<file path="src/bptc_pkg.sv">
// Shared types and constants for the barometric compensation block.
`default_nettype none
package bptc_pkg;
   localparam logic [1:0] CSR_TRIM_LOW  = 2'd0;
   localparam logic [1:0] CSR_TRIM_MID  = 2'd1;
   localparam logic [1:0] CSR_TRIM_HIGH = 2'd2;
   localparam logic [1:0] CSR_CAL       = 2'd3;

   localparam logic signed [23:0] TEMP_MAX = 24'sh7FFFFF;
   localparam logic signed [23:0] TEMP_MIN = -24'sh800000;
   localparam logic [25:0]        PRES_MAX = 26'h3FFFFFF;

   typedef struct packed {
      logic [23:0] raw_pressure;
      logic [23:0] raw_temperature;
   } req_type;

   typedef struct packed {
      logic signed [23:0] temperature_q16;
      logic [25:0]        pressure_q8;
      logic               status;
   } rsp_type;

   typedef struct packed {
      logic [15:0]        t1;
      logic [15:0]        t2;
      logic signed [7:0]  t3;
      logic signed [16:0] p1;
      logic signed [16:0] p2;
      logic signed [7:0]  p3;
      logic signed [7:0]  p4;
      logic [15:0]        p5;
      logic [15:0]        p6;
      logic signed [7:0]  p7;
      logic signed [7:0]  p8;
      logic signed [15:0] p9;
      logic signed [7:0]  p10;
      logic signed [7:0]  p11;
   } trim_type;
endpackage
`default_nettype wire

</file>
<file path="src/bptc_csr.sv">
// Trim registers and coefficient unpacking.
`default_nettype none
module bptc_csr (
   input  wire                 clock,
   input  wire                 reset,
   input  wire                 csr_valid,
   output logic                csr_ready,
   input  wire  [1:0]          csr_index,
   input  wire  [63:0]         csr_wdata,
   output bptc_pkg::trim_type  trim,
   output logic                calibrated
);
   import bptc_pkg::*;

   logic [63:0]  low_ff, mid_ff;
   logic [39:0]  high_ff;
   logic         cal_ff;
   logic [167:0] b;

   assign csr_ready  = 1'b1;
   assign calibrated = cal_ff;

   always_ff @(posedge clock) begin
      if (reset) begin
         low_ff  <= '0;
         mid_ff  <= '0;
         high_ff <= '0;
         cal_ff  <= 1'b0;
      end else if (csr_valid) begin
         case (csr_index)
            CSR_TRIM_LOW:  low_ff  <= csr_wdata;
            CSR_TRIM_MID:  mid_ff  <= csr_wdata;
            CSR_TRIM_HIGH: high_ff <= csr_wdata[39:0];
            CSR_CAL:       cal_ff  <= csr_wdata[0];
            default:       cal_ff  <= cal_ff;
         endcase
      end
   end

   always_comb begin
      b        = {high_ff, mid_ff, low_ff};
      trim.t1  = b[15:0];
      trim.t2  = b[31:16];
      trim.t3  = b[39:32];
      // remove the factory offset of the two leading pressure terms
      trim.p1  = 17'($signed(b[55:40])) - 17'sd16384;
      trim.p2  = 17'($signed(b[71:56])) - 17'sd16384;
      trim.p3  = b[79:72];
      trim.p4  = b[87:80];
      trim.p5  = b[103:88];
      trim.p6  = b[119:104];
      trim.p7  = b[127:120];
      trim.p8  = b[135:128];
      trim.p9  = b[151:136];
      trim.p10 = b[159:152];
      trim.p11 = b[167:160];
   end
endmodule
`default_nettype wire

</file>
<file path="config.mk">
export PLATFORM = sky130hd
export DESIGN_NAME = bptc_csr
export DESIGN_NICKNAME = d
export VERILOG_FILES = /design/src/bptc_pkg.sv /design/src/bptc_csr.sv
export SDC_FILE = /design/constraint.sdc
export NUM_CORES = 1
export LEC_CHECK = 0
export BUFFER_PORTS_ARGS = -buffer_cell sky130_fd_sc_hd__buf_2
export CORE_ASPECT_RATIO = 0.5
export CORE_MARGIN = 2
export CORE_UTILIZATION = 49
export DETAILED_ROUTE_END_ITERATION = 12
export PLACE_DENSITY = 0.76
export SKIP_LAST_GASP = 1
export SYNTH_ARGS = -nofsm -noshare
export SYNTH_HDL_FRONTEND = slang
export SYNTH_SLANG_ARGS = --single-unit
</file>
<file path="constraint.sdc">
create_clock -name clock -period 1.2 [get_ports clock]
set_input_delay 0.18 -clock clock [delete_from_list [all_inputs] [get_ports clock]]
set_output_delay 0.18 -clock clock [all_outputs]
set_load 0.1 [all_outputs]
</file>
==> results.sh, run 1 <==
export IMPL_synth_distinct_cells=15
export IMPL_reg2reg_depth=3
export IMPL_firstDrtPassIters=4
export IMPL_end_kind="output pin"
export IMPL_n_antenna_cell=0
export IMPL_yosys_mux_area_fraction_pct=21.72
export IMPL_vias=5167
export IMPL_drive_gt1_share_pct=51.14
export IMPL_cp_cell_sequence="inv_2 -> ha_4 -> buf_12"
export IMPL_p_comb_share_pct=21.6
export IMPL_drv_slew=0
export IMPL_ys_seq_area_share_pct=43.43
export IMPL_netlist_instances=757
export IMPL_met3_usage_pct=6.075
export IMPL_path_depth=3
export IMPL_yosysMostFrequentCell="nand2b_1"
export IMPL_core_area_mm2=0.01545
export IMPL_start_kind="flip-flop"
export IMPL_setup_viol=4
export IMPL_synth_top_area_share_pct=43.43
export IMPL_gr_total_overflow=0
export IMPL_dp_hpwl_um=12880
export IMPL_gp_congestion=0.7690
export IMPL_cts_buffers=17
export IMPL_maxCapViolCount=0
export IMPL_yosysTopAreaCell="dfxtp_1"
export IMPL_io_pins=241
export IMPL_clkPwrFrac_pct=37.7
export IMPL_fmax_mhz=706.3
export IMPL_routed_wl_um=17990
export IMPL_htreeDepth=4
export IMPL_power_mw=14.89
export IMPL_drt_iter0_markers=187
export IMPL_yosysWarnings=0
export IMPL_status="finished, violations left"
export IMPL_start_util_pct=50.40
export IMPL_placed_area_mm2=0.01094
export IMPL_grt_pass1_vias=5686
export IMPL_seqPwrFrac_pct=40.7
export IMPL_fin_crit_sh_pct=118.0
export IMPL_globalRouteMet1Util_pct=23.30
export IMPL_synth_top_cells_by_count="nand2b_1 (233), dfxtp_1 (169), mux2i_1 (169)"
export IMPL_min_period_ns=1.416
export IMPL_insertion_delay_ns=0.40
export IMPL_synth_seq_cells=169
export IMPL_crit_slowest_cell="dfxtp_2"
export IMPL_nets=934
export IMPL_rsz0062_at_grt="yes"
export IMPL_hold_viol_final=0
export IMPL_synth_fa_ha_area_share_pct=0.3212
export IMPL_fin_cells=1080
export IMPL_root_buffer="clkbuf_16"
export IMPL_pre_cts_slack_ns=-0.07134
export IMPL_hold_class="in2reg"
export IMPL_dieArea_mm2=0.01698
export IMPL_p_int_mw=10.44
export IMPL_synth_top_family_by_area="multiplexers"
export IMPL_clock_sinks=169
export IMPL_ys_flop_type="dfxtp_1"
export IMPL_worstPathArrival_ns=1.24
export IMPL_worstPathMaxFanout=2
export IMPL_crit_family="flip-flops"
export IMPL_yosys_area_share_simple_pct=19.29
export IMPL_synth_avg_cell_area_um2=10.29
export IMPL_cts_buffer_depth=2
export IMPL_setup_slack_ns=-0.2159
export IMPL_portBuffers=239
export IMPL_place_inst=1047
export IMPL_synth_nets=828
export IMPL_syn_cell_area_mm2=0.007790
export IMPL_synth_edf_count=0
export IMPL_ant_nets=0
export IMPL_rows=32
export IMPL_synth_compound_area_share_pct=0
export IMPL_track_usage_pct=21.51
export IMPL_area_growth_synth_to_final_pct=50.43
export IMPL_switching_share_pct=29.88
export IMPL_netSwitchingPower_mw=4.450
export IMPL_leakagePower_nw=5.104
export IMPL_peakVddDrop_v=0.0009580
export IMPL_cts_tree="yes"
export IMPL_final_core_util_pct=75.83
export IMPL_cts_clk_slew_worst_paths_ns=0.07
export IMPL_synth_xor_area_share_pct=0
export IMPL_avgRoutedWirePerCell_um=16.66
export IMPL_critical_path_class="reg2out"
export IMPL_violations="setup timing"
export IMPL_grt_max_degree=56
export IMPL_hold_buffers=0
export IMPL_min_delay_path_depth=3
export IMPL_p_per_area_mw_per_mm2=1271
export IMPL_critPathRequiredTime_ns=1.02
export IMPL_slowest_delay_ns=0.34
export IMPL_vias_per_cell=4.784
export IMPL_post_route_drc_count=0
export IMPL_netlist_top_cells_area="dfxtp_1 (43%), mux2i_1 (22%), nand2b_1 (19%), buf_4 (12%), clkbuf_1 (1.2%)"
export IMPL_fp_dieW_um=182.3
export IMPL_crit_buf_inv=2
export IMPL_grt_pass1_wl_um=28720
export IMPL_fin_area_mm2=0.01172
export IMPL_antenna_found_initial=0
export IMPL_synthArstFlopShare_pct=0
export IMPL_finClkSkew_ns=0
export IMPL_grt_use_met2_pct=41.06
export IMPL_die_h_um=93.16
export IMPL_top_usage_layer="met2"
==> layout by cell type (no fill, tap or decap), types with 4 or more instances in the layout <==
| master | netlist | routed |
|---|---|---|
| buf_2 | 16 | 67 |
| nand2b_1 | 233 | 233 |
| mux2i_1 | 169 | 169 |
| buf_4 | 129 | 13 |
| dfxtp_2 | 0 | 150 |
| clkbuf_16 | 0 | 17 |
| dfxtp_1 | 169 | 18 |
| clkinvlp_4 | 0 | 4 |
| buf_12 | 0 | 178 |
==> registers in the layout, summed over array words and instances, names as in the netlist <==
name,count
mid_ff,64
low_ff,64
calibrated,1
high_ff,40
==> layer usage <==
| layer | routed length, um | share of wire, % |
|---|---|---|
| met5 | 0 | 0 |
| met2 | 9657 | 54 |
| met1 | 7155 | 40 |
| met4 | 256 | 1.4 |
| met3 | 925 | 5.1 |
==> final timing paths <==
path / end / slack (ns) / from
worst max-delay path: trim[111] / -0.22 / mid_ff[7]$_SDFFE_PP0P_
worst min register to register: mid_ff[7]$_SDFFE_PP0P_ / 0.48 / mid_ff[7]$_SDFFE_PP0P_
worst max register to register: low_ff[55]$_SDFFE_PP0P_ / 0.52 / low_ff[55]$_SDFFE_PP0P_
worst min-delay path: low_ff[58]$_SDFFE_PP0P_ / 0.05 / csr_wdata[58]
==> power by group through the flow <==
stage | Clock (mW) | Combinational, mW | Sequential [mW]
floorplan | 0 | 1.96 | 6.37
global placement | 0 | 3.17 | 6.15
detailed placement | 0 | 3.21 | 6.16
CTS | 5.72 | 3.22 | 6.04
global route | 5.99 | 3.32 | 6.08
finish | 5.61 | 3.22 | 6.06
==> tightest hold or removal path: cells and delay by family <==
kind | cells | cell delay [ns]
buffers and inverters | 1 | 0.10
AND/OR/NAND/NOR | 1 | 0.07
multiplexers | 1 | 0.06
==> per-stage QoR <==
stage,hold slack [ns],setup TNS (ns)
after detailed placement,0.4695,-1.421
after global routing,0.02989,-1.016
final,0.04722,-0.7721
after floorplan,0.3534,0
after global placement,0.4635,-0.9627
after CTS,0.03331,-0.8410
==> final cells by class <==
class	instances	area [um^2]
multi-input combinational	411	3253
clock inverter	11	146.4
timing repair buffer	258	3996
inverter	6	32.53
fill	963	3736
sequential	169	3575
clock buffer	21	460.4
tap	204	255.2
==> logic make-up after synthesis <==
family,count (synthesis)
AND/OR/NAND/NOR,239
buffers and inverters,177
multiplexers,169
flip-flops,169
adder cells (fa/ha/maj),2
other,1
==> what timing repair did <==
item / in CTS / in global routing
endpoints found under the setup margin: 22 / 96
resized for setup: 26 / 92
pin swaps: 2 / 0
buffers inserted: 1 / 0
(Power assumes the default switching activity.)
==> run 2: changes to the inputs <==
Settings changed: ABC_AREA set to 1, PLACE_DENSITY 0.76 to 0.75.
==> results.sh, run 2 <==
export IMPL_area_growth_synth_to_final_pct=48.05
export IMPL_fin_area_mm2=0.01213
export IMPL_synth_seq_cells=169
export IMPL_synth_distinct_cells=15
export IMPL_syn_cell_area_mm2=0.008194
export IMPL_fmax_mhz=697.5
export IMPL_status="finished, violations left"
export IMPL_worstPathMaxFanout=2
export IMPL_htreeDepth=4
export IMPL_synth_top_area_share_pct=41.29
export IMPL_end_kind="output pin"
export IMPL_grt_pass1_wl_um=33110
export IMPL_synth_avg_cell_area_um2=6.705
export IMPL_gp_congestion=0.8064
export IMPL_antenna_found_initial=1
export IMPL_crit_family="flip-flops"
export IMPL_netSwitchingPower_mw=5.800
export IMPL_start_util_pct=50.11
export IMPL_reg_top3="low_ff: 64 flops, mid_ff: 64 flops, high_ff: 40 flops"
export IMPL_hold_viol_final=0
export IMPL_avgRoutedWirePerCell_um=13.24
export IMPL_nets=1394
export IMPL_yosysWarnings=0
export IMPL_insertion_delay_ns=0.41
export IMPL_p_comb_share_pct=28.6
export IMPL_maxCapViolCount=0
export IMPL_crit_slowest_cell="dfxtp_2"
export IMPL_violations="setup timing"
export IMPL_yosysMostFrequentCell="nor2_1"
export IMPL_yosysTopAreaCell="dfxtp_1"
export IMPL_critPathRequiredTime_ns=1.02
export IMPL_start_kind="flip-flop"
export IMPL_core_area_mm2=0.01635
export IMPL_ant_nets=0
export IMPL_p_per_area_mw_per_mm2=1374
export IMPL_fp_dieW_um=186.9
export IMPL_firstDrtPassIters=4
export IMPL_drt_iter0_markers=267
export IMPL_leakagePower_nw=5.997
export IMPL_ys_flop_type="dfxtp_1"
export IMPL_rsz0062_at_grt="yes"
export IMPL_io_pins=241
export IMPL_cp_cell_sequence="inv_2 -> ha_4 -> buf_12"
export IMPL_worstPathArrival_ns=1.25
export IMPL_finClkSkew_ns=0
export IMPL_post_route_drc_count=0
export IMPL_synth_top_cells_by_count="nor2_1 (275), nand2_1 (274), inv_1 (175)"
export IMPL_vias_per_cell=4.610
export IMPL_grt_pass1_vias=6951
export IMPL_synthArstFlopShare_pct=0
export IMPL_synth_edf_count=0
export IMPL_dp_hpwl_um=14650
export IMPL_track_usage_pct=23.09
export IMPL_ys_seq_area_share_pct=41.29
export IMPL_peakVddDrop_v=0.0009976
export IMPL_fin_crit_sh_pct=119.5
export IMPL_setup_slack_ns=-0.2336
export IMPL_slowest_delay_ns=0.35
export IMPL_crit_buf_inv=2
export IMPL_switching_share_pct=34.80
export IMPL_final_cell_mix="nand2_1 (274), nor2_1 (274), buf_12 (182), inv_1 (169), dfxtp_2 (129)"
export IMPL_cts_tree="yes"
export IMPL_hold_class="in2reg"
export IMPL_cts_buffer_depth=2
export IMPL_drive_gt1_share_pct=32.41
export IMPL_p_int_mw=10.86
export IMPL_cts_clk_slew_worst_paths_ns=0.07
export IMPL_n_antenna_cell=0
export IMPL_rows=33
export IMPL_root_buffer="clkbuf_16"
export IMPL_grt_max_degree=75
export IMPL_dieArea_mm2=0.01784
export IMPL_clkPwrFrac_pct=33.8
export IMPL_gr_total_overflow=0
export IMPL_power_mw=16.66
export IMPL_drv_slew=0
export IMPL_portBuffers=239
export IMPL_netlist_instances=1222
export IMPL_clock_sinks=169
export IMPL_min_period_ns=1.434
export IMPL_final_core_util_pct=74.20
export IMPL_netlist_top_cells_area="dfxtp_1 (41%), nor2_1 (13%), nand2_1 (13%), buf_4 (12%), inv_1 (8.0%)"
export IMPL_seqPwrFrac_pct=37.6
export IMPL_setup_viol=5
export IMPL_synth_nets=1293
export IMPL_placed_area_mm2=0.01121
export IMPL_cts_buffers=17
export IMPL_critical_path_class="reg2out"
export IMPL_routed_wl_um=20690
export IMPL_vias=7206
export IMPL_die_h_um=95.44
## run 2: changes by cell type after synthesis, sizes merged
cell / before / now
a21oi: 0 / 64
and3b: 1 / 0
buf: 147 / 187
clkbuf: 24 / 7
inv: 6 / 176
mux2i: 169 / 0
nand2: 0 / 274
nand2b: 233 / 0
nand3: 1 / 67
nand3b: 2 / 0
nor2: 0 / 275
nor3b: 1 / 0
or3b: 1 / 0
## run 2: timing repair
| item | 4_1_cts | 5_1_grt |
|---|---|---|
| hold buffers | 17 | 0 |
| hold endpoints to repair | 18 | 0 |
| gates resized for setup | 33 | 64 |
| setup buffers | 1 | 1 |
| pin swaps | 2 | 2 |
| endpoints found under the setup margin | 28 | 70 |
## run 2: worst min-delay path, delay by kind of cell
kind / cells / cell delay (ns)
simple gates: 2 / 0.12
buf+inv: 1 / 0.09
## run 2: logic make-up (layout without fill, tap and decap cells)
logic type	Yosys count	count (layout)	share of synthesized area (%)
AND/OR/NAND/NOR	616	616	29.36
buffers and inverters	370	484	25.09
adder cells (fa/ha/maj)	2	2	0.3053
other	1	1	0.04576
flip-flops	169	169	41.29
AO/OA/AOI/OAI	64	64	3.909
## run 2: per-stage QoR
| stage | TNS (ns) | setup WS (ns) | hold WS (ns) | instances |
|---|---|---|---|---|
| finish | -0.8787 | -0.2336 | 0.01778 | 1563 |
| global route | -1.099 | -0.2710 | 0.01141 | 1563 |
| CTS | -0.9698 | -0.2452 | 0.0006514 | 1562 |
| detailed placement | 0 | 0.04660 | 0.4283 | 1512 |
| global placement | 0 | 0.1066 | 0.4202 | 1512 |
| floorplan | 0 | 0.04035 | 0.3148 | 1222 |
## run 2: layer usage
layer / wire [um] / up-vias / track usage (%)
met2: 10750 / 185 / 44.11
met3: 1294 / 40 / 6.956
met1: 8110 / 3315 / 24.19
met4: 527 / 2 / 9.524
li1: - / 3664 / -
met5: 7 / - / 0
## run 2: path summary, 6_finish.rpt
path | from | to | slack, ns | cells after the start
max | low_ff[55]$_SDFFE_PP0P_ | trim[128] | -0.23 | 3
min | csr_wdata[45] | mid_ff[45]$_SDFFE_PP0P_ | 0.02 | 3
max reg2reg | mid_ff[7]$_SDFFE_PP0P_ | mid_ff[7]$_SDFFE_PP0P_ | 0.34 | 6
min reg2reg | low_ff[26]$_SDFFE_PP0P_ | low_ff[26]$_SDFFE_PP0P_ | 0.51 | 2
## run 2: power groups by stage
stage / Sequential (mW) / Clock, mW / Combinational [mW]
global route: 6.30 / 5.97 / 4.99
floorplan: 6.68 / 0 / 2.89
detailed placement: 6.36 / 0 / 4.70
CTS: 6.25 / 5.74 / 4.76
global placement: 6.34 / 0 / 4.62
finish: 6.27 / 5.63 / 4.76
## run 2: area by class of cell
class / count / area, um^2
clock inverter: 14 / 172.7
fill: 1145 / 4219
tap: 227 / 284.0
sequential: 169 / 3552
inverter: 176 / 674.4
timing repair buffer: 276 / 4224
multi-input combinational: 683 / 2795
clock buffer: 18 / 429.2
